**src/rtl/fbsc_pkg.sv**
```systemverilog
`timescale 1ns / 1ps
`default_nettype none

package fbsc_pkg;

	localparam int COORD_W    = 16;
	localparam int RADIUS_W   = 15;
	localparam int QSHIFT     = 14;
	localparam int PROD_W     = 2 * COORD_W;
	localparam int DIST_W     = PROD_W + 1;
	localparam int DIST_OUT_W = 32;
	localparam int PLANE_W    = 4 * COORD_W;
	localparam int REGION_W   = 3 * COORD_W;
	localparam int N_PLANE    = 5;
	localparam int PLANE_FAR  = 4;
	localparam int CFG_IDX_W  = 3;

	typedef enum logic [CFG_IDX_W-1:0] {
		CFG_PLANE_LEFT   = 3'd0,
		CFG_PLANE_RIGHT  = 3'd1,
		CFG_PLANE_TOP    = 3'd2,
		CFG_PLANE_BOTTOM = 3'd3,
		CFG_PLANE_FAR    = 3'd4,
		CFG_REGION_LOW   = 3'd5,
		CFG_REGION_HIGH  = 3'd6
	} cfg_idx_t;

	// x in the low bits, matching the register packing
	typedef struct packed {
		logic signed [COORD_W-1:0] z;
		logic signed [COORD_W-1:0] y;
		logic signed [COORD_W-1:0] x;
	} pt_t;

	typedef struct packed {
		logic signed [COORD_W-1:0] d;
		logic signed [COORD_W-1:0] c;
		logic signed [COORD_W-1:0] b;
		logic signed [COORD_W-1:0] a;
	} plane_t;

	typedef logic signed [DIST_W-1:0] dist_t;

	typedef struct packed {
		logic                kind;
		logic                overlap;
		logic [RADIUS_W-1:0] radius;
	} ctl_t;

	typedef struct packed {
		logic                      kind;
		logic signed [COORD_W-1:0] lo_x;
		logic signed [COORD_W-1:0] lo_y;
		logic signed [COORD_W-1:0] lo_z;
		logic signed [COORD_W-1:0] hi_x;
		logic signed [COORD_W-1:0] hi_y;
		logic signed [COORD_W-1:0] hi_z;
		logic [RADIUS_W-1:0]       radius;
	} item_t;

	typedef struct packed {
		logic                         visible;
		logic signed [DIST_OUT_W-1:0] nearest_distance;
	} result_t;

endpackage

`default_nettype wire

```
**src/rtl/fbsc_dot.sv**
```systemverilog
`timescale 1ns / 1ps
`default_nettype none

module fbsc_dot (
	input  wire               clk,
	input  wire               en,
	input  fbsc_pkg::plane_t  plane,
	input  fbsc_pkg::pt_t     pt,
	output fbsc_pkg::dist_t   dist_s3
);
	import fbsc_pkg::*;

	logic signed [PROD_W-1:0] prod_s2 [3];
	dist_t                    dterm;

	// d is Q8.8, lifted to the Q.22 scale of the products
	assign dterm = $signed({{(DIST_W-COORD_W-QSHIFT){plane.d[COORD_W-1]}}, plane.d,
		{QSHIFT{1'b0}}});

	always_ff @(posedge clk) begin
		if (en) begin
			prod_s2[0] <= plane.a * pt.x;
			prod_s2[1] <= plane.b * pt.y;
			prod_s2[2] <= plane.c * pt.z;
			dist_s3    <= DIST_W'(prod_s2[0]) + DIST_W'(prod_s2[1])
				+ DIST_W'(prod_s2[2]) + dterm;
		end
	end

endmodule

`default_nettype wire

```
**config.mk**
```make
export PLATFORM = sky130hd
export DESIGN_NAME = fbsc_dot
export DESIGN_NICKNAME = d
export VERILOG_FILES = /design/src/rtl/fbsc_pkg.sv /design/src/rtl/fbsc_dot.sv
export SDC_FILE = /design/constraint.sdc
export NUM_CORES = 2
export LEC_CHECK = 0
export ABC_AREA = 1
export BUFFER_PORTS_ARGS = -buffer_cell sky130_fd_sc_hd__buf_4
export CORE_MARGIN = 2
export CORE_UTILIZATION = 30
export CTS_BUF_LIST = sky130_fd_sc_hd__clkbuf_8
export CTS_CLUSTER_DIAMETER = 30
export DETAILED_ROUTE_END_ITERATION = 10
export PLACE_DENSITY_LB_ADDON = 0.3
export REMOVE_ABC_BUFFERS = 1
export SYNTH_ARGS = -nofsm -noshare
export SYNTH_HDL_FRONTEND = slang
export SYNTH_SLANG_ARGS = --single-unit
```
**constraint.sdc**
```tcl
create_clock -name clk -period 15.9 [get_ports clk]
set_input_delay 3.18 -clock clk [delete_from_list [all_inputs] [get_ports clk]]
set_output_delay 3.18 -clock clk [all_outputs]
set_load 0.01 [all_outputs]
```
After elaboration in Yosys (flattened, before gate mapping)
Memory sizes are Yosys's and may differ from the RTL's.
Cells that the tools add are included.
W data, S select, Z words.
- register bits after elaboration: 33
- bits in latches: 0
- RAM bits: 96
- ROM bits: 0
- bits of input ports: 114
- output and inout bits: 33
- word-level logic and storage cells: 10
- memories: 1
- $add $sub $neg: 3
- multiply operators: 3
- div/mod/pow operators: 0
- magnitude comparators: 0
- equality and inequality tests: 0
- shifts and indexed selects: 0
- mux-type cells: 2
- bitwise operators: 0
- reduce and logical (&&, ||, !) cells: 0
- memory list (memory ; depth ; width ; read ports ; clocked after memory_dff ; wr ports ; RTL line ; text):
    prod_s2 ; 3 ; 32 ; 3 ; 0 ; 3 ; fbsc_dot.sv:13 ; logic signed [PROD_W-1:0] prod_s2 [3];
- operators with widths (kind ; number):
    $mul A16 B16 Y32 ; 3
    $add A32 B32 Y33 ; 1
    $add A33 B30 Y33 ; 1
    $add A33 B32 Y33 ; 1
    $mux W1 ; 2

Longest topological paths before layout
An unclocked memory read counts as a cell.
- word-level depth: 4
- gate-level depth with buffers: 26
- gate-level depth less buffers: 24

Worst setup path after synthesis
Ideal clock, no wire load.
- kind: input to register
- start point: input pt[21] (netlist name)
- end point: memory prod_s2[0][63] (netlist name) (data pin)
- setup time: 0.252 ns
- arrival time: 8.167 ns
- required time: 15.648 ns
- setup slack: 7.481 ns
- stages: 23
- buffers on the path: 2
- path through: clkbuf_1 -> clkbuf_1 -> nand2_1 -> fa_1 -> inv_1 -> fa_1 -> fa_1 -> fa_1 -> fa_1 -> inv_1 -> fa_1 -> inv_1 -> ha_1 -> nand2_2 -> nor2_2 -> inv_1 -> nor2_2 -> and2_1 -> nand2_1 -> inv_1 -> nor2_1 -> nand2_1 -> nand2_1
- RTL lines (what ; RTL line ; text):
    start, declared ; fbsc_dot.sv:8 ; input fbsc_pkg::pt_t pt,
    end, declared ; fbsc_dot.sv:13 ;

==> results.md <==
* Status: finished, final reports clean
* Largest net degree at the start of global routing at 68
* Drt pass-1 iters at 5
* Clock sink count at 129
* Rows at between 100 and 150
* PostCTS Resize Cnt at 0
* Worst R2R Setup Slack at about 13 ns
* Critical path class: in2reg
* Core area at 131000 um^2
* Max Root-Sink Buffers at 2
* Area growth, synth to finish at 7.64%
* Final hold vios at 0
* Clk slew on worst S/H paths at 0.09 ns
* Fin crit share at 0.525
* Max Transition Viols Final at 0
* Critical Path Sink Type: flip-flop
* Clk_lat worst skew at 0.48 ns
* Filler cell count at roughly 14000
* Die X at about 370 um
* Iteration-0 DRC count of the detailed router at around 1800
* Nets@finish at approximately 6200
* GPL Wtd Cong at between 0.9 and 1
* Syn. warnings at 0
* Post-synthesis sequential area ratio at 0.0979
* Fin crit period at 8.34 ns
* Rel. slew slack at 0.470
* Post-Synthesis Cell Area at 39600 um^2
* Clock tree from TritonCTS: yes
* CP Launch Type: primary input
* # Post-CTS Setup Buffers at 0
* CP Max Fanout at 16
* Final WL at 105000 um
* Fmax at 120 MHz
* Top Family by Delay on Critical Path: adder cells
* Via count of the first global-routing pass at approximately 32000
* Crit-path slowest cell: fa_1
* Worst Path Buf+Inv at 5
* Crit-path most repeated cell: fa_1
* Most common cell after layout, fill and taps aside: inv_1
* Setup TNS at 0 ns
* Die height at 367 um
* HPWL after DPL at around 90000 um
* Syn avg cell area at between 7 and 8 um^2
* Vias after detailed routing at 29700
* Netlist cell types at 32
* Commonest non-fill, non-tap cells in the layout: inv_1, nand2_1, fa_1, ha_1, nor2_1
* Worst Tran Pin Value at around 0.79 ns
* Final setup viols at 0
* CP max stage delay at 0.90 ns
* Worst Path Arrival at 8.56 ns
* Total grt overflow at 0
* Initial Utilization at 0.301
* ANT nets after route at 0
* Die Area at 135000 um^2
* Req. time, crit path at between 15 and 20 ns
* # port buffers at 146
* Share of cells above drive strength 1 at 0.0529
* Ports at 147
* GR Util All Layers at 0.160
* Via/cell ratio at 4.39
* Number of remaining DRC errors at 0
* CP Cell Sequence: buf_4 > nand2_1 > inv_1 > fa_1 > fa_1 > fa_1 > fa_1 > fa_1 > inv_1 > fa_1 > inv_1 > ha_1 > nand2_2 > nor2_1 > inv_1 > nor2_1 > nand4_1 > nand4_1 > nand2_1
* First-pass GRT wire length at 171000 um
* RSZ-0062 raised after global routing: no
* CTS buffer count at 17
* Initial antenna violation count at 8
* WL/cell at around 15 um
* Number of max-cap violations at 0
* Hold_buf cts at 0
* H-tree depth at 4
* Clock root buffer: clkbuf_8
* Synthesized instance count at 5002
* Count of state elements after synthesis at 129
* Tightest Hold Check Type: reg2reg
* Worst Clk Skew at 0.0119 ns
* Diode count at 0
-- worst paths after layout --
path,start,to,cells past startpoint
setup / recovery,pt[17],prod_s2[0][56],19
hold / removal,prod_s2[0][65],dist_s3[1],2
setup reg to reg,prod_s2[0][2],dist_s3[30],12
hold reg to reg,prod_s2[0][65],dist_s3[1],2
-- final cells by class --
class	count	area, um^2	share of cell area
Multi-Input combinational cell	3191	29400	0.690
Clock buffer	17	234	0.00549
Timing Repair Buffer	147	1110	0.0260
Clock inverter	15	146	0.00344
Inverter	1506	5650	0.133
Tap cell	1755	2200	0.0515
Sequential cell	129	3870	0.0909
-- cells in the mapped netlist, drive strengths merged --
cell type	instances	area share
a21oi	97	0.013
nor2	196	0.020
o21bai	25	0.0047
ha	289	0.091
a21boi	2	0.00038
buf	2	0.00019
nor3	30	0.0047
o21a	1	0.00019
xor2	64	0.014
o21ai	35	0.0044
nand2	1393	0.13
xnor2	10	0.0022
a21o	3	0.00057
edfxtp	129	0.098
nand3	133	0.018
nand3b	7	0.0013
a31oi	3	0.00047
or2	10	0.0016
and3	1	0.00016
inv	1506	0.14
nand4	48	0.0076
clkbuf	174	0.016
and2	7	0.0011
fa	837	0.42
-- per-layer routing --
layer  up-vias  global-route usage  part of all wire
li1      14200                   -                 -
met2       597               0.266              0.47
met4        16              0.0297             0.017
met5         -                   0           0.00090
met1     14800               0.222              0.46
met3        90              0.0249             0.052
-- metrics by stage --
step | hold slack [ns] | setup WS [ns] | area [um^2] | instances | utilization
2_1_floorplan | 0.680 | 7.79 | 38900 | 4826 | -
3_3_place_gp | 0.792 | 7.09 | 42200 | 6728 | 0.322
3_5_place_dp | 0.774 | 7.04 | 42200 | 6728 | 0.322
4_1_cts | 0.803 | 7.57 | 42600 | 6760 | 0.325
5_1_grt | 0.845 | 7.27 | 42600 | 6760 | 0.325
6_report | 0.808 | 7.56 | 42600 | 6760 | 0.325
-- worst register-to-register path: cells and delay by family, from the launching register on --
kind	cells	cell delay, ns
fa+ha+maj	4	1.55
simple gates	8	0.93
flops	1	0.53
-- cells by family (layout without fill, tap and decap cells) --
logic type | Yosys count | after routing | share of synthesized area
AND/OR/NAND/NOR | 1825 | 1825 | 0.188
buffers and inverters | 1682 | 1685 | 0.159
flip-flops | 129 | 129 | 0.0979
XOR/XNOR | 74 | 74 | 0.0164
adder cells (fa/ha/maj) | 1126 | 1126 | 0.515
AO/OA/AOI/OAI | 166 | 166 | 0.0235
-- flip-flops by register name (all words and copies together) (netlist names) --
signal and cells:
dist_s3 33, prod_s2 96
Power is left out: the tool's default activity adds up to more than one toggle a clock period on the data nets, which glitch-free logic cannot reach.
