===== config.mk =====
export PLATFORM = sky130hd
export DESIGN_NAME = fbsc_corner
export DESIGN_NICKNAME = d
export VERILOG_FILES = /design/src/rtl/fbsc_pkg.sv /design/src/rtl/fbsc_corner.sv
export SDC_FILE = /design/constraint.sdc
export NUM_CORES = 1
export LEC_CHECK = 0
export ABC_AREA = 1
export BUFFER_PORTS_ARGS = -buffer_cell sky130_fd_sc_hd__buf_2
export CORE_AREA = 8 8 323 325
export DETAILED_ROUTE_END_ITERATION = 8
export DIE_AREA = 0 0 331 333
export GPL_TIMING_DRIVEN = 0
export PLACE_DENSITY = 0.39
export SYNTH_ARGS = -nofsm -noshare
export SYNTH_HDL_FRONTEND = slang
export SYNTH_SLANG_ARGS = --single-unit

===== constraint.sdc =====
create_clock -name clk -period 3.3 [get_ports clk]
set_clock_uncertainty 0.1 [all_clocks]
set_input_delay 0.495 -clock clk [delete_from_list [all_inputs] [get_ports clk]]
set_output_delay 0.495 -clock clk [all_outputs]
set_load 0.1 [all_outputs]

===== src/rtl/fbsc_pkg.sv =====
`timescale 1ns / 1ps
`default_nettype none

package fbsc_pkg;

	localparam int COORD_W    = 16;
	localparam int RADIUS_W   = 15;
	localparam int QSHIFT     = 14;
	localparam int PROD_W     = 2 * COORD_W;
	localparam int DIST_W     = PROD_W + 1;
	localparam int DIST_OUT_W = 32;
	localparam int PLANE_W    = 4 * COORD_W;
	localparam int REGION_W   = 3 * COORD_W;
	localparam int N_PLANE    = 5;
	localparam int PLANE_FAR  = 4;
	localparam int CFG_IDX_W  = 3;

	typedef enum logic [CFG_IDX_W-1:0] {
		CFG_PLANE_LEFT   = 3'd0,
		CFG_PLANE_RIGHT  = 3'd1,
		CFG_PLANE_TOP    = 3'd2,
		CFG_PLANE_BOTTOM = 3'd3,
		CFG_PLANE_FAR    = 3'd4,
		CFG_REGION_LOW   = 3'd5,
		CFG_REGION_HIGH  = 3'd6
	} cfg_idx_t;

	// x in the low bits, matching the register packing
	typedef struct packed {
		logic signed [COORD_W-1:0] z;
		logic signed [COORD_W-1:0] y;
		logic signed [COORD_W-1:0] x;
	} pt_t;

	typedef struct packed {
		logic signed [COORD_W-1:0] d;
		logic signed [COORD_W-1:0] c;
		logic signed [COORD_W-1:0] b;
		logic signed [COORD_W-1:0] a;
	} plane_t;

	typedef logic signed [DIST_W-1:0] dist_t;

	typedef struct packed {
		logic                kind;
		logic                overlap;
		logic [RADIUS_W-1:0] radius;
	} ctl_t;

	typedef struct packed {
		logic                      kind;
		logic signed [COORD_W-1:0] lo_x;
		logic signed [COORD_W-1:0] lo_y;
		logic signed [COORD_W-1:0] lo_z;
		logic signed [COORD_W-1:0] hi_x;
		logic signed [COORD_W-1:0] hi_y;
		logic signed [COORD_W-1:0] hi_z;
		logic [RADIUS_W-1:0]       radius;
	} item_t;

	typedef struct packed {
		logic                         visible;
		logic signed [DIST_OUT_W-1:0] nearest_distance;
	} result_t;

endpackage

`default_nettype wire


===== src/rtl/fbsc_corner.sv =====
`timescale 1ns / 1ps
`default_nettype none

module fbsc_corner (
	input  wire                  clk,
	input  wire                  en,
	input  fbsc_pkg::item_t      item,
	input  fbsc_pkg::plane_t     planes [fbsc_pkg::N_PLANE],
	input  fbsc_pkg::pt_t        region_low,
	input  fbsc_pkg::pt_t        region_high,
	output fbsc_pkg::pt_t        far_s1 [fbsc_pkg::N_PLANE],
	output fbsc_pkg::pt_t        near_s1,
	output fbsc_pkg::ctl_t       ctl_s1
);
	import fbsc_pkg::*;

	pt_t  lo;
	pt_t  hi;
	logic overlap;

	// sign bit of the normal component picks the bound; zero counts as positive
	function automatic pt_t pick(input plane_t pl, input pt_t l, input pt_t h,
			input logic far_side);
		pt_t r;
		r.x = (pl.a[COORD_W-1] ^ far_side) ? h.x : l.x;
		r.y = (pl.b[COORD_W-1] ^ far_side) ? h.y : l.y;
		r.z = (pl.c[COORD_W-1] ^ far_side) ? h.z : l.z;
		return r;
	endfunction

	function automatic logic axis_ok(input logic signed [COORD_W-1:0] l,
			input logic signed [COORD_W-1:0] h,
			input logic signed [COORD_W-1:0] rl,
			input logic signed [COORD_W-1:0] rh);
		return (l <= h) && (l <= rh) && (rl <= h) && (rl <= rh);
	endfunction

	always_comb begin
		lo.x = item.lo_x;
		lo.y = item.lo_y;
		lo.z = item.lo_z;
		hi.x = item.hi_x;
		hi.y = item.hi_y;
		hi.z = item.hi_z;
		overlap = axis_ok(lo.x, hi.x, region_low.x, region_high.x)
			&& axis_ok(lo.y, hi.y, region_low.y, region_high.y)
			&& axis_ok(lo.z, hi.z, region_low.z, region_high.z);
	end

	// a sphere uses its centre for every plane
	always_ff @(posedge clk) begin
		if (en) begin
			for (int i = 0; i < N_PLANE; i++) begin
				far_s1[i] <= item.kind ? lo : pick(planes[i], lo, hi, 1'b1);
			end
			near_s1        <= item.kind ? lo : pick(planes[PLANE_FAR], lo, hi, 1'b0);
			ctl_s1.kind    <= item.kind;
			ctl_s1.overlap <= overlap;
			ctl_s1.radius  <= item.radius;
		end
	end

endmodule

`default_nettype wire


Yosys cells after proc, flatten, opt, wreduce, memory -nomap -nowiden
Cells that the tools add are included.
Storage, ports and cells
  register bits: 305
  output and inout port bits: 305
  word-level logic and storage cells: 68
Cells by class
  $lt $le $gt $ge: 12
  mux-type cells: 24
  reductions and logical operators: 11
Operator list (count)
  $mux 16: 18
  $mux 48: 6
  $le 16x16->1: 12
  $logic_and 1x1->1: 11

Logic depth before layout (Yosys ltp)
  depth in word-level cells: 6
  gate-level depth with buffers: 18
  depth with buffers taken out: 18

Worst setup path after synthesis
Ideal clock, no wire load.
  path kind: input port to flip-flop
  from: input item[54] (netlist bit)
  to: register ctl_s1[15] (netlist bit), data pin
  setup time: 0.251 ns
  data arrival time: 1.589 ns
  slack: 1.360 ns
  cell stages on the path: 13
  cells stage by stage: inv_1 ha_1 nand2_1 nor3_2 nand2_1 nand3_1 nand2_1 nand3_1 nand3_1 nand2_1 inv_1 nand2_1 nor2_2
Between the ends
  word-level cells in the longest chain between the ends: 6
  elaborated cells between the ends (all ways): 7
  those cells by class: 2 x order compare; 5 x reduce/logical
Ends and longest elaborated chain
  start: declaration: line fbsc_corner.sv:7  | input fbsc_pkg::item_t item,
  $le 16x16->1: line fbsc_corner.sv:35  | return (l <= h) && (l <= rh) && (rl <= h) && (rl <= rh);
  $logic_and 1x1->1: line fbsc_corner.sv:35
  $logic_and 1x1->1 * (2 in a row): line fbsc_corner.sv:35
  $logic_and 1x1->1 *: line fbsc_corner.sv:46  | && axis_ok(lo.y, hi.y, region_low.y, region_high.y)
  $logic_and 1x1->1 *: line fbsc_corner.sv:47  | && axis_ok(lo.z, hi.z, region_low.z, region_high.z);
  net overlap: line fbsc_corner.sv:19  | logic overlap;
  end: declaration: line fbsc_corner.sv:13  | output fbsc_pkg::ctl_t ctl_s1
Mark *: on every way through the listed nets, which the timed path passes. The rest lies on a longest branch.
A chain may end at the register's enable or synchronous reset.

Worst setup path after layout
  from: input item[111] (netlist bit)
  to: register far_s1[146] (netlist bit), data pin
Between the ends
  word-level cells in the longest chain between the ends: 1
Ends and longest elaborated chain
  $mux 48: line fbsc_corner.sv:54  | far_s1[i] <= item.kind ? lo : pick(planes[i], lo, hi, 1'b1);
  end signal: indexed assignment: line fbsc_corner.sv:54
  end: declaration: line fbsc_corner.sv:11  | output fbsc_pkg::pt_t far_s1 [fbsc_pkg::N_PLANE],
No other way between the ends.

==> qor.yml <==
clock.fmax_mhz: 332
cp.required_ns: 3.47
synth_nets: 2532
cts.clk_slew.worst_paths_ns: 0.06
critPathKind: "in -> reg"
synth_edf_count: 305
cts_root_buf: "clkbuf_16"
worstMarginPinSlew_ns: 0.902
dp_slack_ns: 0.111
final_common_cell: "buf_2"
layoutNonFillerInstCount: 3747
rows: 116
hp-class: "in -> reg"
initialDrtViolationCount: 1162
antenna_found_initial: 43
place_area_mm2: 0.0216
gp_congestion: 0.824
portBuffers: 529
synth_flop_cell: "edfxtp_1"
syn-cell-area_mm2: 0.0173
postCtsHoldBufs: 16
power_density_mw_per_mm2: 594
initial_core_util: 0.174
start_kind: "input pin"
arrival_ns: 3.19
setup_viol: 0
layout_common_cells: "buf_2 (554), nand2_1 (496), edfxtp_1 (305)"
ys_ff_latch: 305
gr-total-overflow: 0
grt_pass1_vias: 15100
post_cts_buffers: 0
coreArea_mm2: 0.0993
wl_per_cell_um: 22.6
rsz0062_at_grt: "false"
hold_path.startpoint: "item[98]"
drive_above_1_share: 0.268
cp_max_fo: 10
yosysTopAreaCellShare: 0.530
slew_headroom: 0.396
hpwl_mm: 69.5
dr.pass1.iters: 5
vdd_drop_max_mv: 0.319
startpoint: "item[111]"
ant_nets: 0
fin_util: 0.233
cts_buffers: 41
finalPower_mw: 13.7
areaGrowthSynthToFinish_pct: 33.9
yosysWarningCount: 0
wl_mm: 84.7
post_cts_resized: 0
whs_ns: 0.138
dp_cells: 3640
yosysSeqAreaShare: 0.530
via_count: 15300
outcome: "finished clean"
setup_tns_ns: 0
cts_sinks: 305
yosys.area.top_type: "edfxtp_1"
p_leak_nw: 10.5
die-area_mm2: 0.110
cts_tree: "built"
nNetsFinal: 3123
drc_errors: 0
maxCapViolations: 0
min_period_ns: 3.02
dieWidth_um: 331
grt.total_usage: 0.148
clockBufferDepth: 3
synth-async-reset-ratio: 0
endpoint_kind: "register"
grt_max_degree: 103
layout_setup_ws_ns: 0.285
vias_per_cell: 4.07
synth_area_leaders: "edfxtp_1 (53%), ha_1 (14%), nand2_1 (11%), o21ai_0 (8.5%), inv_1 (4.7%)"
ys_types: 26
finalMaxSlewViolations: 0
synth_area_per_cell_um2: 9.54
grt_pass1_wl_mm: 116
io-pin-count: 835
ctsHtreeMaxLevel: 2
synthCells: 1810
fin_area_mm2: 0.0231
finalHoldViolations: 0
fp.dieH_um: 333
post-route-period-util: 0.914
==> power breakdown <==
group | switching [mW] | total (mW) | internal (mW)
Clock | 1.90 | 4.42 | 2.52
Sequential | 0.111 | 4.81 | 4.70
Combinational | 3.80 | 4.51 | 0.703
==> synthesized netlist by cell type, drive strengths merged (5+ instances only) <==
cell type	instances
a21o	7
a21oi	68
buf	30
clkbuf	26
edfxtp	305
ha	192
inv	221
nand2	502
nand3	51
nand4	7
nor2	78
nor3	7
o21a	6
o21ai	303
o21bai	5
==> layout make-up <==
cell class	instances	area, µm²
inverters	221	830
flip-flops and latches	305	9160
clock inverters	28	250
plain buffers	56	250
fillers	11000	76100
diodes	18	45.0
clock buffers	45	1040
repair buffers	548	2900
multi-input cells	1228	7030
well taps	1298	1620
==> critical path: stages <==
cell and delay (ns):
dlygate4sd3_1 0.53, buf_2 0.12, buf_2 0.24, nor2_1 0.74
clkbuf_1 0.75, o21ai_0 0.30
==> metal layers <==
layer	up-vias	share of wire	global-route usage
met4	26	0.024	0.0407
met2	514	0.45	0.235
li1	7403	-	-
met3	119	0.095	0.0561
met5	-	0.0019	0
met1	7191	0.43	0.186
==> worst paths after layout <==
kind	end	depth (start not counted)
setup / recovery	far_s1[146]	6
hold / removal	near_s1[3]	3
==> sequential cells by signal (all words and copies together), names as in the netlist <==
register	flops
far_s1	240
ctl_s1	17
near_s1	48
==> cells by family after synthesis <==
kind of cell | Yosys count | share of synthesized area
adder cells (fa/ha/maj) | 192 | 0.139
AO/OA/AOI/OAI | 390 | 0.116
buffers and inverters | 277 | 0.0625
flip-flops | 305 | 0.530
AND/OR/NAND/NOR | 646 | 0.152
Power figures use the tool's default switching activity.
