<file path="src/rtl/fbsc_pkg.sv">
`timescale 1ns / 1ps
`default_nettype none

package fbsc_pkg;

	localparam int COORD_W    = 16;
	localparam int RADIUS_W   = 15;
	localparam int QSHIFT     = 14;
	localparam int PROD_W     = 2 * COORD_W;
	localparam int DIST_W     = PROD_W + 1;
	localparam int DIST_OUT_W = 32;
	localparam int PLANE_W    = 4 * COORD_W;
	localparam int REGION_W   = 3 * COORD_W;
	localparam int N_PLANE    = 5;
	localparam int PLANE_FAR  = 4;
	localparam int CFG_IDX_W  = 3;

	typedef enum logic [CFG_IDX_W-1:0] {
		CFG_PLANE_LEFT   = 3'd0,
		CFG_PLANE_RIGHT  = 3'd1,
		CFG_PLANE_TOP    = 3'd2,
		CFG_PLANE_BOTTOM = 3'd3,
		CFG_PLANE_FAR    = 3'd4,
		CFG_REGION_LOW   = 3'd5,
		CFG_REGION_HIGH  = 3'd6
	} cfg_idx_t;

	// x in the low bits, matching the register packing
	typedef struct packed {
		logic signed [COORD_W-1:0] z;
		logic signed [COORD_W-1:0] y;
		logic signed [COORD_W-1:0] x;
	} pt_t;

	typedef struct packed {
		logic signed [COORD_W-1:0] d;
		logic signed [COORD_W-1:0] c;
		logic signed [COORD_W-1:0] b;
		logic signed [COORD_W-1:0] a;
	} plane_t;

	typedef logic signed [DIST_W-1:0] dist_t;

	typedef struct packed {
		logic                kind;
		logic                overlap;
		logic [RADIUS_W-1:0] radius;
	} ctl_t;

	typedef struct packed {
		logic                      kind;
		logic signed [COORD_W-1:0] lo_x;
		logic signed [COORD_W-1:0] lo_y;
		logic signed [COORD_W-1:0] lo_z;
		logic signed [COORD_W-1:0] hi_x;
		logic signed [COORD_W-1:0] hi_y;
		logic signed [COORD_W-1:0] hi_z;
		logic [RADIUS_W-1:0]       radius;
	} item_t;

	typedef struct packed {
		logic                         visible;
		logic signed [DIST_OUT_W-1:0] nearest_distance;
	} result_t;

endpackage

`default_nettype wire

</file>
<file path="src/rtl/fbsc_decide.sv">
`timescale 1ns / 1ps
`default_nettype none

module fbsc_decide (
	input  wire                clk,
	input  wire                en,
	input  fbsc_pkg::dist_t    far_dist [fbsc_pkg::N_PLANE],
	input  fbsc_pkg::dist_t    near_dist,
	input  fbsc_pkg::ctl_t     ctl,
	output fbsc_pkg::result_t  result_s4
);
	import fbsc_pkg::*;

	localparam int MARGIN_W = DIST_W + 1;
	localparam int NEAR_W   = DIST_W - QSHIFT;

	logic [MARGIN_W-1:0]        rterm;
	logic [MARGIN_W-1:0]        margin [N_PLANE];
	logic                       all_in;
	logic                       visible;
	logic signed [NEAR_W-1:0]   near_q;
	logic [DIST_OUT_W-1:0]      rsub;
	logic [DIST_OUT_W-1:0]      nearest;

	always_comb begin
		// box planes compare against zero, sphere planes against minus the radius
		rterm = ctl.kind ? MARGIN_W'({ctl.radius, {QSHIFT{1'b0}}}) : '0;
		all_in = 1'b1;
		for (int i = 0; i < N_PLANE; i++) begin
			margin[i] = MARGIN_W'(far_dist[i]) + rterm;
			if (margin[i][MARGIN_W-1]) begin
				all_in = 1'b0;
			end
		end
		visible = all_in && (ctl.kind || ctl.overlap);
		// floor to Q8.8; the radius is already Q8.8 so it comes off afterwards
		near_q  = near_dist[DIST_W-1:QSHIFT];
		rsub    = ctl.kind ? DIST_OUT_W'(ctl.radius) : '0;
		nearest = DIST_OUT_W'(near_q) - rsub;
	end

	always_ff @(posedge clk) begin
		if (en) begin
			result_s4.visible          <= visible;
			result_s4.nearest_distance <= visible ? $signed(nearest) : '0;
		end
	end

endmodule

`default_nettype wire

</file>
<file path="config.mk">
export PLATFORM = sky130hd
export DESIGN_NAME = fbsc_decide
export DESIGN_NICKNAME = d
export VERILOG_FILES = /design/src/rtl/fbsc_pkg.sv /design/src/rtl/fbsc_decide.sv
export SDC_FILE = /design/constraint.sdc
export NUM_CORES = 1
export LEC_CHECK = 0
export ABC_CLOCK_PERIOD_IN_PS = 5000
export BUFFER_PORTS_ARGS = -buffer_cell sky130_fd_sc_hd__buf_2
export CAP_MARGIN = 25
export CORE_MARGIN = 4
export CORE_UTILIZATION = 31
export CTS_CLUSTER_DIAMETER = 30
export DETAILED_ROUTE_END_ITERATION = 12
export PLACE_DENSITY = 0.75
export SLEW_MARGIN = 30
export SYNTH_ARGS = -nofsm -noshare
export SYNTH_HDL_FRONTEND = slang
export SYNTH_SLANG_ARGS = --single-unit
</file>
<file path="constraint.sdc">
create_clock -name clk -period 5 [get_ports clk]
set_input_delay 1 -clock clk [delete_from_list [all_inputs] [get_ports clk]]
set_output_delay 1 -clock clk [all_outputs]
set_load 0.03 [all_outputs]
</file>
# Yosys cells after proc, flatten, opt, wreduce, memory -nomap -nowiden
# Index checks and enable logic that the tools add are counted.
# W data, S select, Z words.
[totals]
register_bits = 33
input_bits = 217
out_inout_bits = 33
elab_cells = 17
[op_classes]
reduce_logical = 2
mux = 7
add_sub_neg = 6
[ops]
columns = ["operator", "n"]
rows = [
  ["$add A33 B30 Y34", 5],
  ["$mux W29", 1],
  ["$sub A19 B16 Y20", 1],
  ["$mux W15", 1],
  ["$mux W1", 5],
  ["$logic_and A1 B1 Y1", 1],
  ["$logic_or A1 B1 Y1", 1],
]

# Longest topological paths before layout
# Gate-level depths: netlist of the first run.
[depth]
word_depth = 8
mapped_depth = 14
ltp_nobuf = 11

# Least setup slack after synthesis of the first run
# No wires, ideal clock.
[synth_path]
path_type = "input -> register"
start = "input port ctl[16] (netlist bit)"
end = "register result_s4[12] (netlist bit) (data pin)"
setup_ps = 263
setup_slack_ps = 1023
path_buffers = 2
cell_stages = 12
required_ps = 4737
arrival_ps = 3714
path_cell_list = "buf_2 -> buf_1 -> nand2_1 -> ha_1 -> nor2b_1 -> o21a_1 -> or2_2 -> a311oi_1 -> o31ai_1 -> o311ai_0 -> mux2i_1 -> a31oi_1"
[synth_via]
elab_chain_cells = 8
word_cells_on_any_way = 15
classes_between = "add/sub: 6; mux: 7; reduce/logical: 2"
[synth_rtl]
columns = ["element", "line", "source"]
rows = [
  ["start: declaration", "fbsc_decide.sv:9", "input fbsc_pkg::ctl_t ctl,"],
  ["$mux W29", "fbsc_decide.sv:27", "rterm = ctl.kind ? MARGIN_W'({ctl.radius, {QSHIFT{1'b0}}}) : '0;"],
  ["$add A33 B30 Y34", "fbsc_decide.sv:30", "margin[i] = MARGIN_W'(far_dist[i]) + rterm;"],
  ["$mux W1 (5 in series)", "fbsc_decide.sv:31", "if (margin[i][MARGIN_W-1]) begin"],
  ["$logic_and A1 B1 Y1", "fbsc_decide.sv:35", "visible = all_in && (ctl.kind || ctl.overlap);"],
  ["end: declaration", "fbsc_decide.sv:10", "output fbsc_pkg::result_t result_s4"],
]
# Several ways; a longest one is shown, not always the timed one.
# A chain may end at the register's enable or synchronous reset.

# Worst setup path after layout of the first run
# Same ends and word-level chain as after synthesis.

==> results of run 1 <==
==> cell usage after synthesis (2+ instances only) <==
library cell  instances  area, um^2
and2_1                6        37.5
o31a_1                3        26.3
and3_1                2        12.5
nand3b_1              3        22.5
nor3_1                6        30.0
nor2b_1              14        87.6
ha_1                 73         913
a311oi_1              3        26.3
nand2b_1              6        37.5
o211a_1               2        20.0
nor2_1               28         105
a21o_1                8        60.1
o21a_1                5        37.5
buf_6                 2        22.5
xor2_1                2        17.5
buf_4                12        90.1
mux2i_1               2        20.0
a211oi_1              2        15.0
nor4_1                2        12.5
maj3_1                5        50.1
inv_1                24        90.1
nand2_1              26        97.6
o21ai_0              30         150
buf_2                 3        15.0
a211oi_2              2        25.0
nand3_1              14        70.1
a311o_1               2        20.0
o31ai_1               2        15.0
o311ai_0              3        26.3
a21oi_1              23         115
xnor2_1              13         114
a41o_1                5        50.1
or2_2                 2        12.5
clkbuf_1              4        15.0
edfxtp_1             21         631
nand4_1               7        43.8
a31oi_1              11        68.8
==> power by group through the flow <==
stage / Sequential [W] / Clock, W / Combinational [W]
final: 0.000205 / 0.000103 / 0.000345
after global routing: 0.000206 / 0.000114 / 0.000387
after CTS: 0.000205 / 0.000106 / 0.000347
after detailed placement: 0.000209 / 0 / 0.000345
after global placement: 0.000209 / 0 / 0.000336
after floorplan: 0.000229 / 0 / 0.000204
==> layer usage <==
metal	routed length, um	part of all wire	track usage
met5	13	0.0012	0
met4	171	0.016	0.0393
met3	759	0.072	0.0259
met2	5210	0.50	0.288
met1	4370	0.42	0.193
==> cell usage in the layout, fill, tap and decap left out, types with 7 or more instances in the layout <==
cell / n
a31oi_1: 11
o21ai_0: 30
ha_1: 73
nor2_1: 28
buf_2: 165
a21o_1: 8
edfxtp_1: 21
xnor2_1: 13
a21oi_1: 23
inv_1: 24
nand3_1: 14
nand2_1: 26
nor2b_1: 14
nand4_1: 7
==> stage by stage <==
stage                     worst slack, ns  hold WS [ns]  cells
after global routing                0.843          1.14    684
final                                1.13          1.12    684
after CTS                            1.09          1.13    684
after global placement              0.877          1.39    680
after floorplan                      1.02          1.11    399
after detailed placement            0.846          1.39    680
==> worst max path at each step <==
stage,from,end,slack (ns)
2_1_floorplan,ctl[16],result_s4[12],1.02
3_3_place_gp,ctl[16],result_s4[7],0.88
3_5_place_dp,ctl[16],result_s4[7],0.85
4_1_cts,ctl[16],result_s4[7],1.09
5_1_grt,ctl[16],result_s4[7],0.84
6_report,ctl[16],result_s4[12],1.13
==> logic make-up (layout without fill, tap and decap cells) <==
group | after synthesis | count (layout) | share of synthesized area
buffers and inverters | 46 | 195 | 0.0696
adder cells (fa/ha/maj) | 79 | 79 | 0.290
flip-flops | 21 | 21 | 0.186
multiplexers | 2 | 2 | 0.00589
AO/OA/AOI/OAI | 113 | 113 | 0.224
XOR/XNOR | 15 | 15 | 0.0387
AND/OR/NAND/NOR | 123 | 123 | 0.187
==> layout make-up <==
cell class | count | area (um^2) | share of cell area
clock buffers | 4 | 45.0 | 0.0105
well taps | 136 | 170 | 0.0395
flip-flops and latches | 21 | 631 | 0.146
multi-input cells | 332 | 2530 | 0.587
inverters | 24 | 90.1 | 0.0209
repair buffers | 167 | 841 | 0.195
==> flow_metrics.py, run 1 <==
metrics = {
    "status": {
        "outcome": "complete, no violations",
    },
    "clock_tree": {
        "cts.clk_slew.worst_paths_ns": 0.07,
        "cts_tree": "done",
        "cts_buffer_depth": 2,
        "postCtsSetupRepairBufs": 0,
        "cts_resized": 0,
        "ctsHtreeMaxLevel": 1,
        "cts_buffers": 3,
        "cts_hold_buf": 0,
        "ctsRootBufferMaster": "clkbuf_8",
        "cts_sinks": 21,
    },
    "grt": {
        "grt_pass1_wl_um": 16800,
        "antenna_found_initial": 1,
        "grt-ovfl-total": 0,
        "grt_max_degree": 22,
        "grt_use_total": 0.158,
        "grt_pass1_vias": 3665,
    },
    "power": {
        "internal-power_w": 0.000408,
        "switching_share": 0.375,
        "switching_power_w": 0.000245,
        "pwr-share-comb": 0.529,
        "clkPwrFrac": 0.158,
        "power.leakage_nw": 2.20,
        "power.total_w": 0.000653,
        "ir_drop_uv": 110,
        "power_density_nw_per_um2": 152,
        "seqPwrFrac": 0.314,
    },
    "critical_path": {
        "critPathLaunchType": "primary input",
        "crit_family": "compound AO/OA/AOI/OAI gates",
        "arrival_ns": 3.86,
        "critical-path-max-stage-delay_ns": 0.42,
        "cp_num_cells": 13,
        "crit_type": "in2reg",
        "slowest_stage": "a311oi_1",
        "required_ns": 4.99,
        "crit_chain": "buf_2 > and2_1 > ha_1 > fa_1 > nor2b_1 > o21a_1 > or2_2 > a311oi_1 > o31ai_1 > o311ai_0 > buf_4 > mux2i_1 > a31oi_1",
        "endpoint_kind": "flop",
        "cp.buffers_inverters": 2,
        "critPathMaxFanout": 11,
    },
    "cells_and_area": {
        "antenna_cells": 0,
        "drive_gt1_frac": 0.325,
        "largest_reg_flops": 21,
        "n_fill_cell": 1056,
        "regMostFlops": "result_s4",
        "fin_util": 0.410,
        "area_delta_synth_final_pct": 26.8,
        "nets": 840,
        "design_area_um2": 4310,
        "largestRegisters": "result_s4 (21)",
    },
    "route": {
        "drtIter0Drc": 128,
        "drt-total-wl_um": 10500,
        "drc": 0,
        "wl_per_cell_um": 15.4,
        "first_pass_iters": 4,
        "vias": 3586,
        "avgViaCountPerCell": 5.24,
        "ant_nets": 0,
    },
    "timing": {
        "hold_violations": 0,
        "period_share": 0.773,
        "finalSetupViolCount": 0,
        "slew_headroom": 0.659,
        "tns_ns": 0,
        "worst-slew-pin-transition_ns": 0.511,
        "period_needed_ns": 3.87,
        "fmax_mhz": 259,
        "grt_setup_unrepaired": "false",
        "report.final.slew_viol_count": 0,
    },
    "die": {
        "ios": 250,
        "die_y_um": 113,
        "start_util": 0.323,
        "core-area_um2": 10500,
        "rows": 37,
        "dieArea_um2": 12700,
        "die_w_um": 113,
    },
    "logic_synthesis": {
        "ys.flop_type": "edfxtp_1",
        "syn_area_per_cell_um2": 8.51,
        "synthCells": 399,
        "syn_nets": 690,
        "synth_cell_types": 58,
        "synth-edff-count": 21,
        "seq_area_frac_synth": 0.186,
        "synth_area_um2": 3400,
        "ys_ff_latch": 21,
        "yosysWarnings": 0,
        "async_reset_ff_frac": 0,
    },
    "place": {
        "gp_congestion": 0.811,
        "dp_hpwl_um": 9350,
        "portBuffers": 165,
        "placed_cell_area_um2": 4260,
    },
    "hold_path": {
        "min_from": "near_dist[29]",
        "holdPathEnd": "result_s4[15]",
        "holdCritPathClass": "in2reg",
        "holdPathStages": 3,
    },
    "flow_run": {
        "max-cap-violations": 0,
    },
}
Power figures use the tool's default switching activity.
==> run 2, diff against run 1 <==
--- a/config.mk
+++ b/config.mk
@@ -5,14 +5,14 @@
 export SDC_FILE = /design/constraint.sdc
 export NUM_CORES = 1
 export LEC_CHECK = 0
-export ABC_CLOCK_PERIOD_IN_PS = 5000
+export ABC_CLOCK_PERIOD_IN_PS = 3100
 export BUFFER_PORTS_ARGS = -buffer_cell sky130_fd_sc_hd__buf_2
 export CAP_MARGIN = 25
 export CORE_MARGIN = 4
 export CORE_UTILIZATION = 31
 export CTS_CLUSTER_DIAMETER = 30
 export DETAILED_ROUTE_END_ITERATION = 12
-export PLACE_DENSITY = 0.75
+export PLACE_DENSITY = 0.78
 export SLEW_MARGIN = 30
 export SYNTH_ARGS = -nofsm -noshare
 export SYNTH_HDL_FRONTEND = slang
==> constraint.sdc (replaced) <==
create_clock -name clk -period 3.1 [get_ports clk]
set_input_delay 0.62 -clock clk [delete_from_list [all_inputs] [get_ports clk]]
set_output_delay 0.62 -clock clk [all_outputs]
set_load 0.03 [all_outputs]
==> run 2 against run 1 <==
Compared with the run above: non-clock buffer count rose by 75; hold slack got worse by 0.36 ns; sequential share of layout area fell by 2.7 points; largest cell class unchanged.
==> flow_metrics.py, run 2 (same netlist as run 1, synthesis figures left out) <==
metrics = {
    "cells_and_area": {
        "area.sequential_um2": 631,
        "multi_input_area_um2": 2820,
        "largest_reg_flops": 21,
        "final_common_cell": "buf_2",
        "largestRegisters": "result_s4 (21)",
        "fin_util": 0.500,
        "antenna_cells": 0,
        "nets": 915,
        "n_fill_cell": 946,
        "regMostFlops": "result_s4",
        "drive_gt1_frac": 0.465,
        "final_cell_mix": "buf_2, buf_4, ha_1",
        "area_delta_synth_final_pct": 54.8,
    },
    "clock_tree": {
        "cts_sinks": 21,
        "ctsRootBufferMaster": "clkbuf_8",
        "cts.clk_slew.worst_paths_ns": 0.07,
        "cts_buffer_depth": 2,
        "cts_buffers": 3,
        "cts_tree": "done",
        "ctsHtreeMaxLevel": 1,
    },
    "die": {
        "core-area_um2": 10500,
        "die_y_um": 113,
        "dieArea_um2": 12700,
        "rows": 37,
        "die_w_um": 113,
        "start_util": 0.323,
        "ios": 250,
    },
    "critical_path": {
        "endpoint_kind": "flop",
        "arrival_ns": 3.14,
        "required_ns": 3.21,
        "critPathMaxFanout": 7,
        "critPathLaunchType": "primary input",
        "crit_type": "in2reg",
    },
    "timing": {
        "hold_violations": 0,
        "setup_slack_ns": 0.0769,
        "slew_headroom": 0.713,
        "finalSetupViolCount": 0,
        "report.final.slew_viol_count": 0,
        "period_share": 0.975,
        "tns_ns": 0,
        "worst-slew-pin-transition_ns": 0.431,
        "period_needed_ns": 3.02,
        "fmax_mhz": 331,
        "grt_setup_unrepaired": "true",
    },
    "route": {
        "ant_nets": 0,
        "first_pass_iters": 4,
        "wl_per_cell_um": 15.4,
        "avgViaCountPerCell": 5.13,
        "drtIter0Drc": 105,
        "drc": 0,
        "vias": 3893,
        "drt-total-wl_um": 11700,
    },
    "flow_run": {
        "max-cap-violations": 0,
    },
    "grt": {
        "grt_pass1_vias": 3941,
        "grt-ovfl-total": 0,
        "antenna_found_initial": 0,
        "grt_max_degree": 22,
        "grt_pass1_wl_um": 17700,
        "grt_use_total": 0.168,
    },
    "hold_path": {
        "holdCritPathClass": "in2reg",
    },
    "power": {
        "power_density_nw_per_um2": 235,
        "power.leakage_nw": 2.64,
        "ir_drop_uv": 163,
    },
    "place": {
        "portBuffers": 165,
        "place_ws_ns": -0.610,
        "gp_congestion": 0.875,
        "dp_hpwl_um": 9990,
    },
    "status": {
        "outcome": "complete, no violations",
    },
}
## run 2: cell types whose count changed in the layout (fill, tap and decap cells not counted), moves of 4 or more
cell	delta
o21ai_1	+6
a21oi_1	-4
inv_1	-4
buf_6	+4
ha_1	-8
ha_4	+8
buf_4	+68
o21ai_0	-7
a21oi_2	+4
## run 2: per-stage QoR
step           std cells  hold WS [ns]  area (um^2)  power [W]
3_3_place_gp         741          1.03         4790   0.000958
5_1_grt              759         0.784         5260    0.00133
6_report             759         0.769         5260    0.00123
3_5_place_dp         741          1.02         4790   0.000982
4_1_cts              754         0.760         4930    0.00118
2_1_floorplan        399         0.732         3460   0.000708
## run 2: critical path, stage by stage
cell and delay [ns]:
buf_12 0.12, nand2_8 0.07, inv_8 0.04, ha_4 0.25
a41o_1 0.16, a21oi_2 0.06, or4_1 0.49, o211ai_1 0.11
a311o_1 0.21, o311ai_2 0.10, or4_4 0.51, buf_6 0.17
buf_4 0.13, nor2_1 0.09
## run 2: worst paths after layout
check	start	endpoint	slack (ns)	cells after the start
max	ctl[16]	result_s4[1]	0.08	14
min	near_dist[31]	result_s4[17]	0.77	3
## run 2: where the power goes
| part | internal [W] | total (W) | leakage (nW) | switching, W |
|---|---|---|---|---|
| logic | 0.000355 | 0.000733 | 2.42 | 0.000377 |
| clock network | 0.0000904 | 0.000171 | 0.0217 | 0.0000809 |
| registers | 0.000326 | 0.000330 | 0.199 | 0.00000405 |
## run 2: timing repair
item,4_1_cts,5_1_grt
pin swaps,7,21
resized for setup,8,50
buffers inserted,9,4
hold buffers,0,0
setup endpoints to repair,21,20
gates cloned,0,2
## run 2: layout make-up
| type | count | area share |
|---|---|---|
| clock inverter | 1 | 0.00143 |
| sequential | 21 | 0.120 |
| inverter | 24 | 0.0186 |
| timing repair buffer | 242 | 0.285 |
| tap | 136 | 0.0324 |
| clock buffer | 3 | 0.00785 |
| multi-input combinational | 332 | 0.535 |
## run 2: routing by layer
layer	GRT usage	wire, um
met5	0	0
met4	0.0585	312
met2	0.317	5970
met1	0.195	4700
met3	0.0189	735
==> run 3, diff against run 2 <==
--- a/config.mk
+++ b/config.mk
@@ -5,14 +5,15 @@
 export SDC_FILE = /design/constraint.sdc
 export NUM_CORES = 1
 export LEC_CHECK = 0
-export ABC_CLOCK_PERIOD_IN_PS = 3100
+export ABC_AREA = 1
+export ABC_CLOCK_PERIOD_IN_PS = 2440
 export BUFFER_PORTS_ARGS = -buffer_cell sky130_fd_sc_hd__buf_2
 export CAP_MARGIN = 25
 export CORE_MARGIN = 4
 export CORE_UTILIZATION = 31
 export CTS_CLUSTER_DIAMETER = 30
 export DETAILED_ROUTE_END_ITERATION = 12
-export PLACE_DENSITY = 0.78
+export PLACE_DENSITY = 0.76
 export SLEW_MARGIN = 30
 export SYNTH_ARGS = -nofsm -noshare
 export SYNTH_HDL_FRONTEND = slang
==> constraint.sdc (replaced) <==
create_clock -name clk -period 2.44 [get_ports clk]
set_input_delay 0.488 -clock clk [delete_from_list [all_inputs] [get_ports clk]]
set_output_delay 0.488 -clock clk [all_outputs]
set_load 0.03 [all_outputs]
==> run 3 against run 2 <==
Compared with the run above: clock-buffer cell count increased by 1; synthesized cell count grew 34%; first-iteration DRC count up 52%; worst setup slack better by 0.089 ns; sequential cell count unchanged; die area up 6.0%; power up 30%.
==> flow_metrics.py, run 3 <==
metrics = {
    "timing": {
        "report.final.slew_viol_count": 0,
        "slew_headroom": 0.705,
        "worst-slew-pin-transition_ns": 0.443,
        "finalSetupViolCount": 0,
        "period_needed_ns": 2.27,
        "period_share": 0.932,
        "fmax_mhz": 440,
        "hold_violations": 0,
    },
    "clock_tree": {
        "cts_sinks": 21,
        "cts_buffers": 3,
        "cts_tree": "done",
        "ctsRootBufferMaster": "clkbuf_16",
        "cts.clk_slew.worst_paths_ns": 0.05,
        "cts_buffer_depth": 2,
        "ctsHtreeMaxLevel": 1,
        "cts_hold_buf": 0,
        "postCtsSetupRepairBufs": 0,
    },
    "cells_and_area": {
        "fin_util": 0.454,
        "final_common_cell": "buf_2",
        "final_cell_mix": "buf_2, nand2_1, ha_1",
        "drive_gt1_frac": 0.376,
        "area_delta_synth_final_pct": 43.3,
        "design_area_um2": 5180,
        "n_fill_cell": 1178,
        "regMostFlops": "result_s4",
        "largest_reg_flops": 21,
        "nets": 1045,
        "largestRegisters": "result_s4 (21)",
    },
    "route": {
        "drc": 0,
        "vias": 4119,
        "wl_per_cell_um": 12.3,
        "drt-total-wl_um": 11000,
        "first_pass_iters": 4,
        "ant_nets": 0,
        "drtIter0Drc": 160,
        "avgViaCountPerCell": 4.59,
    },
    "power": {
        "power_density_nw_per_um2": 308,
        "ir_drop_uv": 782,
        "power.leakage_nw": 2.99,
    },
    "logic_synthesis": {
        "synthCells": 534,
        "synth-edff-count": 21,
        "synthTopCellsByArea": "ha_1, edfxtp_1, nand2_1, inv_1, a21oi_1",
        "seq_area_frac_synth": 0.174,
        "yosysMostFrequentCell": "nand2_1",
        "syn_nets": 825,
        "ys_ff_latch": 21,
        "ys.flop_type": "edfxtp_1",
        "syn_area_per_cell_um2": 6.77,
        "synth_top_area_share": 0.253,
        "async_reset_ff_frac": 0,
        "synth_commonest_cells": "nand2_1, ha_1, inv_1, a21oi_1, nor2_1",
        "synth_area_um2": 3620,
        "synth_cell_types": 33,
        "yosysTopAreaCell": "ha_1",
        "yosysWarnings": 0,
    },
    "grt": {
        "grt_use_total": 0.159,
        "grt-ovfl-total": 0,
        "grt_max_degree": 22,
        "antenna_found_initial": 2,
        "grt_pass1_wl_um": 17300,
        "grt_pass1_vias": 4032,
    },
    "place": {
        "dp_hpwl_um": 10000,
        "gp_congestion": 0.892,
        "placed_cell_area_um2": 5000,
        "portBuffers": 165,
    },
    "critical_path": {
        "critPathMaxFanout": 13,
        "slowest_stage": "ha_1",
        "critPathLaunchType": "primary input",
        "arrival_ns": 2.27,
        "crit_type": "in2reg",
        "crit_chain": "buf_8 > nand2_1 > inv_1 > buf_4 > ha_1 > a21oi_1 > nand2_1 > nand4_1 > nand3_1 > nor2_1 > nor2_4 > nand2_4 > clkbuf_16 > nor2_2",
        "crit_top_cell": "nand2_1",
        "critical-path-max-stage-delay_ns": 0.28,
        "required_ns": 2.44,
        "endpoint_kind": "flop",
    },
    "die": {
        "start_util": 0.317,
        "core-area_um2": 11400,
        "die_w_um": 116,
        "dieArea_um2": 13500,
        "rows": 39,
        "ios": 250,
        "die_y_um": 116,
    },
    "flow_run": {
        "max-cap-violations": 0,
    },
    "status": {
        "outcome": "complete, no violations",
    },
    "hold_path": {
        "holdCritPathClass": "in2reg",
    },
}
==> run 3: cell types whose count changed in the layout (fill, tap and decap cells not counted), sizes merged, moves of 10 or more <==
cell | previous run | this run
a21oi | 23 | 41
a31oi | 11 | 1
buf | 240 | 230
inv | 24 | 70
nand2 | 26 | 155
nand3 | 14 | 29
nand4 | 7 | 17
nor2 | 28 | 59
nor2b | 14 | 0
o21ai | 30 | 16
xnor2 | 13 | 3
==> run 3: path summary, 6_finish.rpt <==
path,depth (start not counted),startpoint,end,slack (ns)
setup / recovery,14,ctl[16],result_s4[5],0.17
hold / removal,5,near_dist[32],result_s4[18],0.66
==> run 3: area by class of cell <==
cell class | count | area [um^2] | area share
flip-flops and latches | 21 | 631 | 0.122
diodes | 2 | 5.00 | 0.000966
repair buffers | 231 | 1370 | 0.263
inverters | 71 | 267 | 0.0514
multi-input cells | 426 | 2660 | 0.513
well taps | 143 | 179 | 0.0345
clock buffers | 4 | 78.8 | 0.0152
==> run 3: metrics by stage <==
step | setup slack (ns) | total power, W | hold slack, ns | cells | setup TNS [ns]
after floorplan | 0.0305 | 0.000920 | 0.600 | 534 | 0
after CTS | 0.0102 | 0.00159 | 0.662 | 895 | 0
final | 0.166 | 0.00160 | 0.664 | 898 | 0
after detailed placement | -0.340 | 0.00126 | 0.917 | 891 | -6.76
after global routing | -0.0112 | 0.00175 | 0.698 | 898 | -0.0112
after global placement | -0.342 | 0.00125 | 0.911 | 891 | -6.81
==> run 3: cells by family (layout without fill, tap and decap cells) <==
group                    after synthesis  after routing  synth area share
AND/OR/NAND/NOR                      273            273             0.329
XOR/XNOR                              12             12            0.0291
buffers and inverters                 87            306             0.108
flip-flops                            21             21             0.174
AO/OA/AOI/OAI                         67             67             0.101
adder cells (fa/ha/maj)               74             74             0.258
other                                  0              2                 0
==> run 3: repair_timing <==
action                                  CTS  global route
cloned                                    0             1
resized for setup                         2            23
pin swaps                                 0             5
endpoints found under the setup margin   21            21
==> run 3: routing by layer <==
metal / routed length [um] / vias up / part of all wire / GRT usage
li1: - / 2209 / - / -
met1: 4350 / 1758 / 0.39 / 0.180
met2: 5570 / 134 / 0.51 / 0.302
met3: 825 / 18 / 0.075 / 0.0225
met4: 284 / 0 / 0.026 / 0.0557
met5: 0 / - / 0 / 0
==> run 3: critical path: cells and delay by family <==
| family | cells | cell delay (ns) |
|---|---|---|
| adder cells (fa/ha/maj) | 1 | 0.28 |
| AND/OR/NAND/NOR | 8 | 0.79 |
| buffers and inverters | 4 | 0.54 |
| AO/OA/AOI/OAI | 1 | 0.16 |
==> run 3: where the power goes <==
part / internal, W / leakage [nW] / switching (W)
clock network: 0.000222 / 0.0382 / 0.000105
logic: 0.000379 / 2.76 / 0.000469
registers: 0.000418 / 0.199 / 0.00000535
